===== config.mk =====
export PLATFORM = sky130hd
export DESIGN_NAME = tftp_receive_block_sequencer_unit
export DESIGN_NICKNAME = d
export VERILOG_FILES = /design/src/hw/rtl/tftprx_pkg.sv /design/src/hw/rtl/tftprx_queue.sv /design/src/hw/rtl/tftprx_front.sv /design/src/hw/rtl/tftprx_back.sv /design/src/hw/rtl/tftp_receive_block_sequencer_unit.sv
export SDC_FILE = /design/constraint.sdc
export NUM_CORES = 1
export LEC_CHECK = 0
export BUFFER_PORTS_ARGS = -buffer_cell sky130_fd_sc_hd__buf_2
export CELL_PAD_IN_SITES_DETAIL_PLACEMENT = 2
export CELL_PAD_IN_SITES_GLOBAL_PLACEMENT = 2
export CORE_MARGIN = 4
export CORE_UTILIZATION = 38
export DETAILED_ROUTE_END_ITERATION = 12
export PLACE_DENSITY_LB_ADDON = 0.1
export SYNTH_ARGS = -nofsm -noshare
export SYNTH_HDL_FRONTEND = slang
export SYNTH_SLANG_ARGS = --single-unit

===== constraint.sdc =====
create_clock -name clk -period 4.2 [get_ports clk]
set_input_delay 0.21 -clock clk [delete_from_list [all_inputs] [get_ports clk]]
set_output_delay 0.21 -clock clk [all_outputs]
set_load 0.01 [all_outputs]

===== src/hw/rtl/tftprx_pkg.sv =====
// ----------------------------------------------------------------------------
// tftprx_pkg
// Types and constants shared by the TFTP receive sequencer modules.
// ----------------------------------------------------------------------------
package tftprx_pkg;

    localparam logic [15:0] BLOCK_BYTES = 16'd512;
    localparam logic [15:0] HDR_BYTES   = 16'd4;
    localparam logic [15:0] OPC_DATA    = 16'd3;
    localparam logic [15:0] OPC_ERROR   = 16'd5;

    localparam logic [15:0] OWN_PORT_RST    = 16'd69;
    localparam logic [15:0] PEER_PORT_RST   = 16'd69;
    localparam logic [31:0] SERVER_ADDR_RST = 32'd0;
    localparam logic [3:0]  RETRY_LIMIT_RST = 4'd10;
    localparam logic [15:0] EXP_BLOCK_RST   = 16'd1;

    localparam int QUEUE_DEPTH = 2;
    localparam int QPTR_W      = (QUEUE_DEPTH > 1) ? $clog2(QUEUE_DEPTH) : 1;
    localparam int QCNT_W      = $clog2(QUEUE_DEPTH + 1);

    localparam int IN_DATA_W  = 112;
    localparam int OUT_DATA_W = 56;
    localparam int CFG_DATA_W = 32;
    localparam int CFG_IDX_W  = 2;

    typedef enum logic [2:0] {
        PH_IDLE   = 3'd0,
        PH_RUN    = 3'd1,
        PH_DONE   = 3'd2,
        PH_SHORT  = 3'd3,
        PH_SRVERR = 3'd4,
        PH_BADOP  = 3'd5,
        PH_RETRY  = 3'd6
    } phase_t;

    typedef enum logic [1:0] {
        ACT_NONE = 2'd0,
        ACT_RRQ  = 2'd1,
        ACT_ACK  = 2'd2
    } action_t;

    typedef enum logic [CFG_IDX_W-1:0] {
        REG_OWN_PORT    = 2'd0,
        REG_PEER_PORT   = 2'd1,
        REG_SERVER_ADDR = 2'd2,
        REG_RETRY_LIMIT = 2'd3
    } cfg_idx_t;

    typedef struct packed {
        logic [15:0] own_port;
        logic [15:0] peer_port;
        logic [31:0] server_address;
        logic [3:0]  retry_limit;
    } cfg_t;

    // classified word handed from front to back
    typedef struct packed {
        logic        is_start;
        logic        hit;        // port and address match
        logic        short_pkt;
        logic        opc_err;
        logic        opc_data;
        logic [15:0] reply_port;
        logic [15:0] pay_len;
        logic        pay_small;  // payload below a full block
        logic [15:0] blk;
    } cmd_t;

    typedef struct packed {
        logic full;
        logic valid;
    } qstat_t;

    typedef struct packed {
        action_t     action;
        logic [15:0] ack_port;
        logic [15:0] ack_block;
        logic        payload_write;
        logic [15:0] payload_len;
        phase_t      status;
    } res_t;

endpackage


===== src/hw/rtl/tftprx_queue.sv =====
// ----------------------------------------------------------------------------
// tftprx_queue
// Short FIFO of classified words between front and back.
// ----------------------------------------------------------------------------
module tftprx_queue (
    input  logic               clk,
    input  logic               rst_n,
    input  logic               push,
    input  tftprx_pkg::cmd_t   push_cmd,
    input  logic               pop,
    output tftprx_pkg::cmd_t   head_cmd,
    output tftprx_pkg::qstat_t stat
);
    import tftprx_pkg::*;

    cmd_t              mem_reg [QUEUE_DEPTH];
    logic [QPTR_W-1:0] wr_ptr_reg, wr_ptr_next;
    logic [QPTR_W-1:0] rd_ptr_reg, rd_ptr_next;
    logic [QCNT_W-1:0] cnt_reg, cnt_next;

    always_comb
    begin
        wr_ptr_next = wr_ptr_reg;
        rd_ptr_next = rd_ptr_reg;
        cnt_next    = cnt_reg;
        if (push)
        begin
            wr_ptr_next = (wr_ptr_reg == QPTR_W'(QUEUE_DEPTH - 1)) ? '0 : wr_ptr_reg + 1'b1;
        end
        if (pop)
        begin
            rd_ptr_next = (rd_ptr_reg == QPTR_W'(QUEUE_DEPTH - 1)) ? '0 : rd_ptr_reg + 1'b1;
        end
        if (push && !pop)
        begin
            cnt_next = cnt_reg + 1'b1;
        end
        else if (pop && !push)
        begin
            cnt_next = cnt_reg - 1'b1;
        end
    end

    always_ff @(posedge clk or negedge rst_n)
    begin
        if (!rst_n)
        begin
            wr_ptr_reg <= '0;
            rd_ptr_reg <= '0;
            cnt_reg    <= '0;
        end
        else
        begin
            wr_ptr_reg <= wr_ptr_next;
            rd_ptr_reg <= rd_ptr_next;
            cnt_reg    <= cnt_next;
        end
    end

    always_ff @(posedge clk)
    begin
        if (push)
        begin
            mem_reg[wr_ptr_reg] <= push_cmd;
        end
    end

    assign head_cmd   = mem_reg[rd_ptr_reg];
    assign stat.full  = (cnt_reg == QCNT_W'(QUEUE_DEPTH));
    assign stat.valid = (cnt_reg != '0);

endmodule


===== src/hw/rtl/tftprx_front.sv =====
// ----------------------------------------------------------------------------
// tftprx_front
// Input word acceptance and header classification.
// ----------------------------------------------------------------------------
module tftprx_front (
    input  logic               s_tvalid,
    output logic               s_tready,
    input  logic [tftprx_pkg::IN_DATA_W-1:0] s_tdata,
    input  logic               s_tuser,
    input  tftprx_pkg::cfg_t   cfg,
    input  tftprx_pkg::qstat_t qstat,
    output logic               push,
    output tftprx_pkg::cmd_t   push_cmd
);
    import tftprx_pkg::*;

    logic [15:0] dst_udp_port;
    logic [31:0] src_address;
    logic [15:0] src_udp_port;
    logic [15:0] pkt_length;
    logic [15:0] pkt_opcode;
    logic [15:0] block_number;

    assign dst_udp_port = s_tdata[15:0];
    assign src_address  = s_tdata[47:16];
    assign src_udp_port = s_tdata[63:48];
    assign pkt_length   = s_tdata[79:64];
    assign pkt_opcode   = s_tdata[95:80];
    assign block_number = s_tdata[111:96];

    assign s_tready = !qstat.full;
    assign push     = s_tvalid && s_tready;

    always_comb
    begin
        push_cmd.is_start   = !s_tuser;
        push_cmd.hit        = (dst_udp_port == cfg.own_port)
                           && (src_address == cfg.server_address);
        push_cmd.short_pkt  = (pkt_length < HDR_BYTES);
        push_cmd.opc_err    = (pkt_opcode == OPC_ERROR);
        push_cmd.opc_data   = (pkt_opcode == OPC_DATA);
        push_cmd.reply_port = src_udp_port;
        push_cmd.pay_len    = pkt_length - HDR_BYTES;
        push_cmd.pay_small  = (push_cmd.pay_len < BLOCK_BYTES);
        push_cmd.blk        = block_number;
    end

endmodule


===== src/hw/rtl/tftprx_back.sv =====
// ----------------------------------------------------------------------------
// tftprx_back
// Transfer state, per-word decision and registered result.
// ----------------------------------------------------------------------------
module tftprx_back (
    input  logic               clk,
    input  logic               rst_n,
    input  tftprx_pkg::cfg_t   cfg,
    input  tftprx_pkg::qstat_t qstat,
    input  tftprx_pkg::cmd_t   cmd,
    output logic               pop,
    input  logic               m_tready,
    output logic               m_tvalid,
    output tftprx_pkg::res_t   res
);
    import tftprx_pkg::*;

    phase_t      phase_reg, phase_next;
    logic [15:0] exp_blk_reg, exp_blk_next;
    logic [3:0]  retry_reg, retry_next;
    logic        out_valid_reg;
    res_t        out_reg, out_next;

    assign pop = qstat.valid && (!out_valid_reg || m_tready);

    always_comb
    begin
        phase_next   = phase_reg;
        exp_blk_next = exp_blk_reg;
        retry_next   = retry_reg;
        out_next     = '0;
        if (cmd.is_start)
        begin
            exp_blk_next      = EXP_BLOCK_RST;
            retry_next        = '0;
            phase_next        = PH_RUN;
            out_next.action   = ACT_RRQ;
            out_next.ack_port = cfg.peer_port;
        end
        else if (phase_reg == PH_RUN && cmd.hit)
        begin
            priority if (cmd.short_pkt)
            begin
                phase_next = PH_SHORT;
            end
            else if (cmd.opc_err)
            begin
                phase_next = PH_SRVERR;
            end
            else if (!cmd.opc_data)
            begin
                phase_next = PH_BADOP;
            end
            else if (cmd.blk != exp_blk_reg)
            begin
                if (retry_reg >= cfg.retry_limit)
                begin
                    phase_next = PH_RETRY;
                end
                else
                begin
                    // older block: re-ack what we still wait for
                    if (cmd.blk < exp_blk_reg)
                    begin
                        out_next.action    = ACT_ACK;
                        out_next.ack_port  = cfg.peer_port;
                        out_next.ack_block = exp_blk_reg;
                    end
                    retry_next = retry_reg + 1'b1;
                end
            end
            else
            begin
                retry_next             = '0;
                out_next.payload_write = 1'b1;
                out_next.payload_len   = cmd.pay_len;
                out_next.action        = ACT_ACK;
                out_next.ack_port      = cmd.reply_port;
                out_next.ack_block     = cmd.blk;
                exp_blk_next           = exp_blk_reg + 1'b1;
                if (cmd.pay_small)
                begin
                    phase_next = PH_DONE;
                end
            end
        end
        out_next.status = phase_next;
    end

    always_ff @(posedge clk or negedge rst_n)
    begin
        if (!rst_n)
        begin
            phase_reg     <= PH_IDLE;
            exp_blk_reg   <= EXP_BLOCK_RST;
            retry_reg     <= '0;
            out_valid_reg <= 1'b0;
        end
        else
        begin
            if (pop)
            begin
                phase_reg     <= phase_next;
                exp_blk_reg   <= exp_blk_next;
                retry_reg     <= retry_next;
                out_valid_reg <= 1'b1;
            end
            else if (m_tready)
            begin
                out_valid_reg <= 1'b0;
            end
        end
    end

    always_ff @(posedge clk)
    begin
        if (pop)
        begin
            out_reg <= out_next;
        end
    end

    assign m_tvalid = out_valid_reg;
    assign res      = out_reg;

endmodule


===== src/hw/rtl/tftp_receive_block_sequencer_unit.sv =====
// ----------------------------------------------------------------------------
// tftp_receive_block_sequencer_unit
// Receive-side TFTP read transfer sequencer, header decisions only.
// ----------------------------------------------------------------------------
// Usage:
//   s_* stream: one word per start command (tuser 0) or received packet
//     header (tuser 1). m_* stream: exactly one result word per input word,
//     in order, carrying the action, ack fields, payload write and status.
//   cfg_we/cfg_index/cfg_data: register writes, taken at any edge with
//     cfg_we high; write only while no words are in flight.
//   Path: an accepted word passes the queue and then the result register to
//     m_* (two register stages: the queue and the result register).
//   Throughput: one word per cycle while m_tready does not stall the result,
//     set by the combinational decision in the back part.
//   Stall: while m_tready is low the result register holds its word, the
//     back part stops popping, and the two-entry queue absorbs input until
//     full, at which point s_tready drops.
//   Reset: queue empty, no result pending, status idle, expected block 1,
//     retries 0, registers at their documented defaults.
// ----------------------------------------------------------------------------
module tftp_receive_block_sequencer_unit (
    input  logic                                   clk,
    input  logic                                   rst_n,
    input  logic                                   s_tvalid,
    output logic                                   s_tready,
    // [15:0] dst_udp_port, [47:16] src_address, [63:48] src_udp_port,
    // [79:64] pkt_length, [95:80] pkt_opcode, [111:96] block_number
    input  logic [tftprx_pkg::IN_DATA_W-1:0]       s_tdata,
    // [0] op
    input  logic                                   s_tuser,
    output logic                                   m_tvalid,
    input  logic                                   m_tready,
    // [15:0] ack_port, [31:16] ack_block, [32] payload_write,
    // [48:33] payload_len, [51:49] status, [55:52] zero
    output logic [tftprx_pkg::OUT_DATA_W-1:0]      m_tdata,
    // [1:0] action
    output logic [1:0]                             m_tuser,
    input  logic                                   cfg_we,
    input  logic [tftprx_pkg::CFG_IDX_W-1:0]       cfg_index,
    input  logic [tftprx_pkg::CFG_DATA_W-1:0]      cfg_data
);
    import tftprx_pkg::*;

    cfg_t   cfg_reg;
    qstat_t qstat;
    cmd_t   push_cmd;
    cmd_t   head_cmd;
    logic   push;
    logic   pop;
    res_t   res;

    // configuration registers
    always_ff @(posedge clk or negedge rst_n)
    begin
        if (!rst_n)
        begin
            cfg_reg.own_port       <= OWN_PORT_RST;
            cfg_reg.peer_port      <= PEER_PORT_RST;
            cfg_reg.server_address <= SERVER_ADDR_RST;
            cfg_reg.retry_limit    <= RETRY_LIMIT_RST;
        end
        else if (cfg_we)
        begin
            unique case (cfg_idx_t'(cfg_index))
                REG_OWN_PORT:    cfg_reg.own_port       <= cfg_data[15:0];
                REG_PEER_PORT:   cfg_reg.peer_port      <= cfg_data[15:0];
                REG_SERVER_ADDR: cfg_reg.server_address <= cfg_data[31:0];
                REG_RETRY_LIMIT: cfg_reg.retry_limit    <= cfg_data[3:0];
                default:         cfg_reg.retry_limit    <= cfg_reg.retry_limit;
            endcase
        end
    end

    // front: accept and classify
    tftprx_front u_front (
        .s_tvalid (s_tvalid),
        .s_tready (s_tready),
        .s_tdata  (s_tdata),
        .s_tuser  (s_tuser),
        .cfg      (cfg_reg),
        .qstat    (qstat),
        .push     (push),
        .push_cmd (push_cmd)
    );

    // decoupling queue
    tftprx_queue u_queue (
        .clk      (clk),
        .rst_n    (rst_n),
        .push     (push),
        .push_cmd (push_cmd),
        .pop      (pop),
        .head_cmd (head_cmd),
        .stat     (qstat)
    );

    // back: transfer state and result register
    tftprx_back u_back (
        .clk      (clk),
        .rst_n    (rst_n),
        .cfg      (cfg_reg),
        .qstat    (qstat),
        .cmd      (head_cmd),
        .pop      (pop),
        .m_tready (m_tready),
        .m_tvalid (m_tvalid),
        .res      (res)
    );

    assign m_tdata = {4'b0000, res.status, res.payload_len, res.payload_write,
                      res.ack_block, res.ack_port};
    assign m_tuser = res.action;

endmodule


==> results of run 1 <==
logic make-up after synthesis:
logic type / Yosys count / share of synthesized area (%)
AO/OA/AOI/OAI: 128 / 8.268
XOR/XNOR: 63 / 4.723
adder cells (fa/ha/maj): 24 / 2.570
multiplexers: 121 / 11.27
buffers and inverters: 69 / 2.581
AND/OR/NAND/NOR: 176 / 8.267
other: 1 / 0.03210
flip-flops: 258 / 62.29
critical path: stages, from the launching register on:
cell	delay, ns
dfrtp_4	0.58
mux2_2	0.40
ha_1	0.30
nand4_1	0.22
or4_1	0.83
and4_1	0.55
nand2_1	0.18
o21ai_1	0.08
metal layers:
layer	GRT usage [%]	up-vias	wire, um
li1	-	3736	-
met1	25.66	4198	14090
met2	36.29	174	17810
met3	3.233	51	1594
met4	4.738	0	857
met5	0	-	0
report_power, final:
part	switching [W]	total [W]	internal, W
Sequential	0.000308	0.00375	0.00344
Combinational	0.00148	0.00243	0.000946
Clock	0.00102	0.00234	0.00132
Total	0.00280	0.00851	0.00571
path summary, 6_finish.rpt:
kind	start	end	slack, ns	cells past startpoint
max reg2reg	u_queue.rd_ptr_reg$_DFFE_PN0P_	u_back.res[47]$_DFFE_PP_	0.80	7
min in group asynchronous	rst_n	u_back.exp_blk_reg[15]$_DFFE_PN0P_	0.34	2
min	s_tdata[77]	u_queue.mem_reg[1][30]$_DFFE_PP_	0.03	3
min reg2reg	u_back.phase_reg[2]$_DFFE_PN0P_	u_back.phase_reg[2]$_DFFE_PN0P_	0.53	1
max	u_queue.rd_ptr_reg$_DFFE_PN0P_	u_back.res[47]$_DFFE_PP_	0.80	7
max in group asynchronous	rst_n	cfg_reg[42]$_DFFE_PN1P_	2.84	3
cell type report:
| cell class | instances | area share, % |
|---|---|---|
| Clock buffer | 42 | 5.434 |
| Antenna cell | 1 | 0.01690 |
| Sequential cell | 258 | 49.19 |
| Timing Repair Buffer | 299 | 12.95 |
| Multi-Input combinational cell | 516 | 27.93 |
| Clock inverter | 12 | 0.3972 |
| Inverter | 31 | 0.7860 |
| Tap cell | 390 | 3.296 |
repair_timing:
item | 4_1_cts | 5_1_grt
endpoints found under the hold margin | 211 | 0
gates resized for setup | 0 | 0
hold buffers | 75 | 0
cell usage after synthesis, types with 2 or more instances:
master	count	area, sq um
a2111oi_0	3	26.28
a211oi_1	4	30.03
a21o_1	4	30.03
a21oi_1	20	100.1
a2bb2oi_1	16	140.1
a31o_2	3	26.28
a31oi_1	4	25.02
and2_1	2	12.51
and3_1	3	18.77
and4_1	5	43.79
buf_1	2	7.510
buf_2	10	50.05
buf_4	4	30.03
buf_6	2	22.52
clkbuf_1	20	75.07
dfrtp_1	87	2177
dfstp_2	9	236.5
edfxtp_1	162	4865
ha_1	24	300.3
inv_1	29	108.9
inv_2	2	7.510
mux2_2	84	945.9
mux2i_1	37	370.4
nand2_1	31	116.4
nand2b_1	19	118.9
nand3_1	9	45.04
nand3b_1	2	15.01
nand4_1	16	100.1
nor2_1	32	120.1
nor2b_1	3	18.77
nor3_1	10	50.05
nor3b_1	4	30.03
nor4_1	19	118.9
nor4b_1	2	17.52
o21a_1	6	45.04
o21ai_0	8	40.04
o21ai_1	24	120.1
o221ai_1	2	17.52
o31ai_1	8	60.06
o31ai_2	13	162.7
or3_1	5	31.28
or4_1	11	82.58
xnor2_1	6	52.55
xor2_1	57	499.2
layout by cell type, fill, tap and decap left out, drive strengths merged, types with 11 or more instances in the layout:
cell,synthesis,final
dlygate4sd3,0,75
o31ai,21,21
mux2,84,84
mux2i,37,37
buf,18,224
nand4,16,16
ha,24,24
a21oi,20,20
o21ai,32,32
clkbuf,20,42
dfrtp,87,87
edfxtp,162,162
nand2b,20,20
nor2,32,32
a2bb2oi,16,16
nand2,31,31
inv,31,32
xor2,57,57
or4,11,11
nor4,19,19
stage by stage:
| stage | setup slack, ns | cells |
|---|---|---|
| 4_1_cts | 0.7569 | 1548 |
| 3_3_place_gp | 0.8737 | 1419 |
| 5_1_grt | 0.5660 | 1548 |
| 2_1_floorplan | 0.6449 | 843 |
| 3_5_place_dp | 0.7583 | 1419 |
| 6_report | 0.7960 | 1549 |
==> metrics.txt, run 1 <==
status=finished, final reports clean; first-pass GRT wire length=53.58 mm; initial antenna violation count=1; Worst Setup Path Type=flop to flop; unrepaired setup endpoints after global routing=false; Site Rows=63; headroom to the max-slew limit=34.94%; number of synthesized register bits=258; largest net degree at the start of global routing=69; Cell Pwr Density=575.0 mW/mm^2; Die Y-Extent=183.3 um; chip width=183.3 um; CP startpoint kind=flop; total wire length=34.36 mm; Tcrit/Tclk final=81.05%; Hold Crit Class=input pin to flop; Final Slew Violations=0; fin nets=1311; gpl congestion=0.7719; Critical Path End Type=flop; vias in the first global route=9457; initial drt markers=412; Tot Pwr=0.008512 W; CP required=4.48 ns; design area=0.01480 sq mm; Most used DFF post-synth=edfxtp_1; WHS=0.03290 ns; MaxCap Viol Count=0; final core utilization=49.42%; Max rail drop VDD=0.0004010 V; Max clock buf depth=3; Total GRT Usage=20.20%; Antenna Nets Post-Route=0; # clock sinks=258; CTS Buf Count=29; clk_skew=0.01470 ns; fill count=2926; mean area per synthesized cell=13.91 sq um; Synth Warn #=0; sequential-to-total area share from yosys stat=62.29%; cell leakage power=5.966 nW; register area=0.007282 sq mm; max reg flops=108; clk_lat worst skew=0.55 ns; synth unique cells=61; Post-DP Area=0.01319 sq mm; DRC violations left=0; Synth async-reset ratio=37.21%; post-detail-place hpwl=23.05 mm; io pins=212; die area=0.03362 sq mm; starting density of the core=39.01%; Fmax achieved=293.8 MHz; via count=8159; Multi-input gate area=0.004135 sq mm; crit path DAT=3.69 ns; CORE AREA=0.02995 sq mm; Syn-to-layout area delta=26.71%; # setup viols final=0; fraction of layout instances using a drive strength above 1=32.90%; CTS clk-pin slew, worst paths=0.06 ns; root buf cell=clkbuf_16; Post-CTS Setup Inserts=0; min cycle time layout=3.404 ns; synthesized area=0.01168 sq mm; final hold violation count=0; H-tree Lvls=1; drt pass-1 iters=4; grt ovf=0; setup TNS=0 ns; cells after synthesis=840; vias per inst=5.267; Worst Max-Slew Pin Slew=0.9759 ns; TritonCTS clock tree=done; crit path max fanout=17; port bufs=207; DR WL/cell=22.18 um; Post-synth EDFFs=162
(Power assumes the default switching activity.)
==> run 2, diff against run 1 <==
--- a/config.mk
+++ b/config.mk
@@ -5,11 +5,12 @@
 export SDC_FILE = /design/constraint.sdc
 export NUM_CORES = 1
 export LEC_CHECK = 0
+export ABC_AREA = 1
 export BUFFER_PORTS_ARGS = -buffer_cell sky130_fd_sc_hd__buf_2
 export CELL_PAD_IN_SITES_DETAIL_PLACEMENT = 2
 export CELL_PAD_IN_SITES_GLOBAL_PLACEMENT = 2
 export CORE_MARGIN = 4
-export CORE_UTILIZATION = 38
+export CORE_UTILIZATION = 32
 export DETAILED_ROUTE_END_ITERATION = 12
 export PLACE_DENSITY_LB_ADDON = 0.1
 export SYNTH_ARGS = -nofsm -noshare
==> constraint.sdc (replaced) <==
create_clock -name clk -period 2.9 [get_ports clk]
set_input_delay 0.145 -clock clk [delete_from_list [all_inputs] [get_ports clk]]
set_output_delay 0.145 -clock clk [all_outputs]
set_load 0.01 [all_outputs]
==> run 2 against run 1 <==
Synthesized cell count is 34% higher. Area after synthesis grew 0.74%. Wire length rose by 5.4%. Clock power is 58% higher. Global-route usage down 2.1 points. Count of clock-buffer cells in the layout rose by 1. Clock skew shrank 0.0025 ns. Combinational power grew 67%. First-iteration DRC count down 21%. Largest power group unchanged.
==> metrics.txt, run 2 <==
fraction of layout instances using a drive strength above 1=21.99% (-11 points); most frequent cells in the layout=nand2_1, buf_2, edfxtp_1, o21ai_0, dfrtp_1; CTS clk-pin slew, worst paths=0.06 ns (about the same); Switch Pwr=0.004705 W (+68%); fill count=3762 (+29%); Worst Max-Slew Pin Slew=1.074 ns (+0.09859 ns); Tcrit/Tclk final=91.13% (+10 points); drt pass-1 iters=4 (unchanged); cell depth of the worst flop-to-flop path=13 (+6); chip width=199.8 um (+9.0%); Synth top area share=41.33% (-0.31 points); port bufs=207 (unchanged); final core utilization=42.42% (-7.0 points); cell-internal power=0.008661 W (+52%); Syn-to-layout area delta=29.45%; # clock sinks=258 (unchanged); DRC violations left=0 (unchanged); Total GRT Usage=18.08% (-2.1 points); Hold Crit Class=input pin to flop; Placed Instances=1776 (+25%); CP required=3.21 ns (-1.27 ns); Antenna Nets Post-Route=0 (unchanged); largest net degree at the start of global routing=66 (-4.3%); Top Usage Layer GRT=met2; min cycle time layout=2.643 ns (-0.7612 ns); commonest cells in the netlist=nand2_1, edfxtp_1, o21ai_0; area share of fa/ha/maj cells after synthesis=2.551% (-0.019 points); met2 usage=32.17% (-4.1 points); mean area per synthesized cell=10.48 sq um (-25%); final setup margin=0.2572 ns (-0.5388 ns); number of synthesized register bits=258 (unchanged); mux contribution to synthesized area=2.891% (-8.4 points); crit path from=u_queue.rd_ptr_reg$_DFFE_PN0P_; gpl congestion=0.7896 (+2.3%); grt ovf=0 (unchanged); CP startpoint kind=flop; Synth Area in Compound Gates=5.847% (-2.4 points); Reg2Reg Capture Point=u_back.res[40]$_DFFE_PP_; Synth area leader=edfxtp_1; XOR/XNOR share of the synthesized area=5.060% (+0.34 points); max reg flops=108 (unchanged); MaxCap Viol Count=0 (unchanged); cells after synthesis=1123 (+34%); CORE AREA=0.03591 sq mm (+20%); clk_skew=0.01219 ns (-0.002513 ns); Place WS=0.2324 ns (-0.5259 ns); CTS Buf Count=30 (+3.4%); Max rail drop VDD=0.0005173 V (+29%); Critical Path End Type=flop; CTS resizes=0 (unchanged); count leader, synth=nand2_1; Post-CTS Setup Inserts=0 (unchanged); status=finished, final reports clean; io pins=212 (unchanged); Post-DP Area=0.01344 sq mm (+1.9%); design area=0.01524 sq mm (+2.9%); Most used DFF post-synth=edfxtp_1; initial drt markers=325 (-21%); clock power share=27.7% (+0.2 points); unrepaired setup endpoints after global routing=false; Post-synth EDFFs=162 (unchanged); Non-Filler Instances=1916 (+24%); sw frac=35.20% (+2.3 points); Hold Crit Start=s_tdata[89]; Worst Setup Path Type=flop to flop; Synth Warn #=0 (unchanged); fin nets=1607 (+23%); crit path DAT=2.96 ns (-0.73 ns); setup TNS=0 ns (unchanged); headroom to the max-slew limit=28.17% (-6.8 points); initial antenna violation count=0 (-1); sequential-to-total area share from yosys stat=61.84% (-0.46 points); worst r2r src=u_queue.rd_ptr_reg$_DFFE_PN0P_; crit path max fanout=25 (+8); Site Rows=69 (+9.5%); Synth Area in Simple Gates=17.49% (+9.2 points); # setup viols final=0 (unchanged); WHS Path Cells=4 (+1); R2R Setup Slk=0.26 ns (-0.54 ns); Hold Path Sink=u_queue.mem_reg[1][50]$_DFFE_PP_; most common cell after layout, fill and taps aside=nand2_1; root buf cell=clkbuf_16; post-detail-place hpwl=25.30 mm (+9.8%); Synth async-reset ratio=37.21% (unchanged); final hold violation count=0 (unchanged); antenna cells=0 (-1); Die Y-Extent=199.8 um (+9.0%); Cell Pwr Density=877.3 mW/mm^2 (+53%); H-tree Lvls=1 (unchanged); cell leakage power=6.700 nW (+12%); largest family of logic cells by synthesized area=simple AND/OR/NAND/NOR gates; first-pass GRT wire length=56.83 mm (+6.1%); combinational share of power=30.4% (+1.9 points); Final Slew Violations=0 (unchanged); vias per inst=4.764 (-9.6%); clk_lat worst skew=0.56 ns (about the same); Max clock buf depth=3 (unchanged); synth unique cells=43 (-30%); met1 Track Usage GR=23.90% (-1.8 points); Fmax achieved=378.4 MHz (+29%); vias in the first global route=10157 (+7.4%); synthesized area=0.01177 sq mm (+0.74%); DR WL/cell=18.91 um (-15%); starting density of the core=32.77% (-6.2 points); TritonCTS clock tree=done; register share of total power=41.9% (-2.1 points); die area=0.03991 sq mm (+19%); Area contributors post-synth=edfxtp_1, dfrtp_1, nand2_1; GRT met3 Usage=2.299% (-0.93 points); total wire length=36.23 mm (+5.4%); via count=9128 (+12%)
[run 2: worst max path at each step]
| stage | end | cells past startpoint | slack, ns |
|---|---|---|---|
| 6_report | u_back.res[40]$_DFFE_PP_ | 13 | 0.26 |
| 3_5_place_dp | u_back.res[38]$_DFFE_PP_ | 13 | 0.23 |
| 4_1_cts | u_back.res[38]$_DFFE_PP_ | 13 | 0.18 |
| 2_1_floorplan | u_back.res[36]$_DFFE_PP_ | 16 | 0.1 |
| 5_1_grt | u_back.res[39]$_DFFE_PP_ | 13 | 0.08 |
| 3_3_place_gp | u_back.res[45]$_DFFE_PP_ | 13 | 0.36 |
[run 2: repair_timing]
action / CTS / global route
hold buffers: 84 / 0
setup endpoints to repair: 0 / 0
hold endpoints to repair: 194 / 0
[run 2: final cells by class]
cell class | count | area (sq um) | area share (%)
repair buffers | 312 | 2087 | 13.70
clock inverters | 13 | 126.4 | 0.8294
well taps | 461 | 576.8 | 3.786
multi-input cells | 747 | 4023 | 26.40
flip-flops and latches | 258 | 7279 | 47.78
inverters | 82 | 312.8 | 2.053
clock buffers | 43 | 830.8 | 5.453
[run 2: per-stage QoR]
stage          hold WS (ns)  total power [W]
6_report            0.04006          0.01337
4_1_cts            0.006678          0.01365
5_1_grt             0.05920          0.01434
2_1_floorplan       -0.1506         0.007958
3_3_place_gp         0.1469         0.009553
3_5_place_dp         0.1619         0.009746
[run 2: cell families after synthesis]
| family | after synthesis |
|---|---|
| simple gates | 485 |
| compound gates | 134 |
| buf+inv | 121 |
| xor+xnor | 68 |
| fa+ha+maj | 24 |
| other cells | 1 |
| mux | 32 |
| flops | 258 |
[run 2: power by group through the flow]
stage               clock network, W  registers [W]  logic, W
finish                       0.00370        0.00560   0.00406
detailed placement                 0        0.00568   0.00407
global placement                   0        0.00565   0.00390
CTS                          0.00384        0.00563   0.00418
global route                 0.00400        0.00572   0.00462
floorplan                          0        0.00570   0.00226
[run 2: worst max-delay path, stage by stage, from the launching register on]
cell     delay [ns]
dfrtp_2        0.38
buf_4          0.33
mux2i_1        0.31
ha_1           0.28
nand2_1        0.12
inv_1          0.06
nand2_1        0.07
nor2_1         0.05
nand2_2        0.14
nor2_8         0.06
inv_4          0.21
nand2_4        0.20
nand2_1        0.12
nand2_1        0.06
[run 2: routing by layer]
metal | up-vias | routed length [um]
met5 | - | 0
li1 | 4389 | -
met4 | 0 | 658
met1 | 4556 | 16210
met2 | 143 | 18310
met3 | 40 | 1055
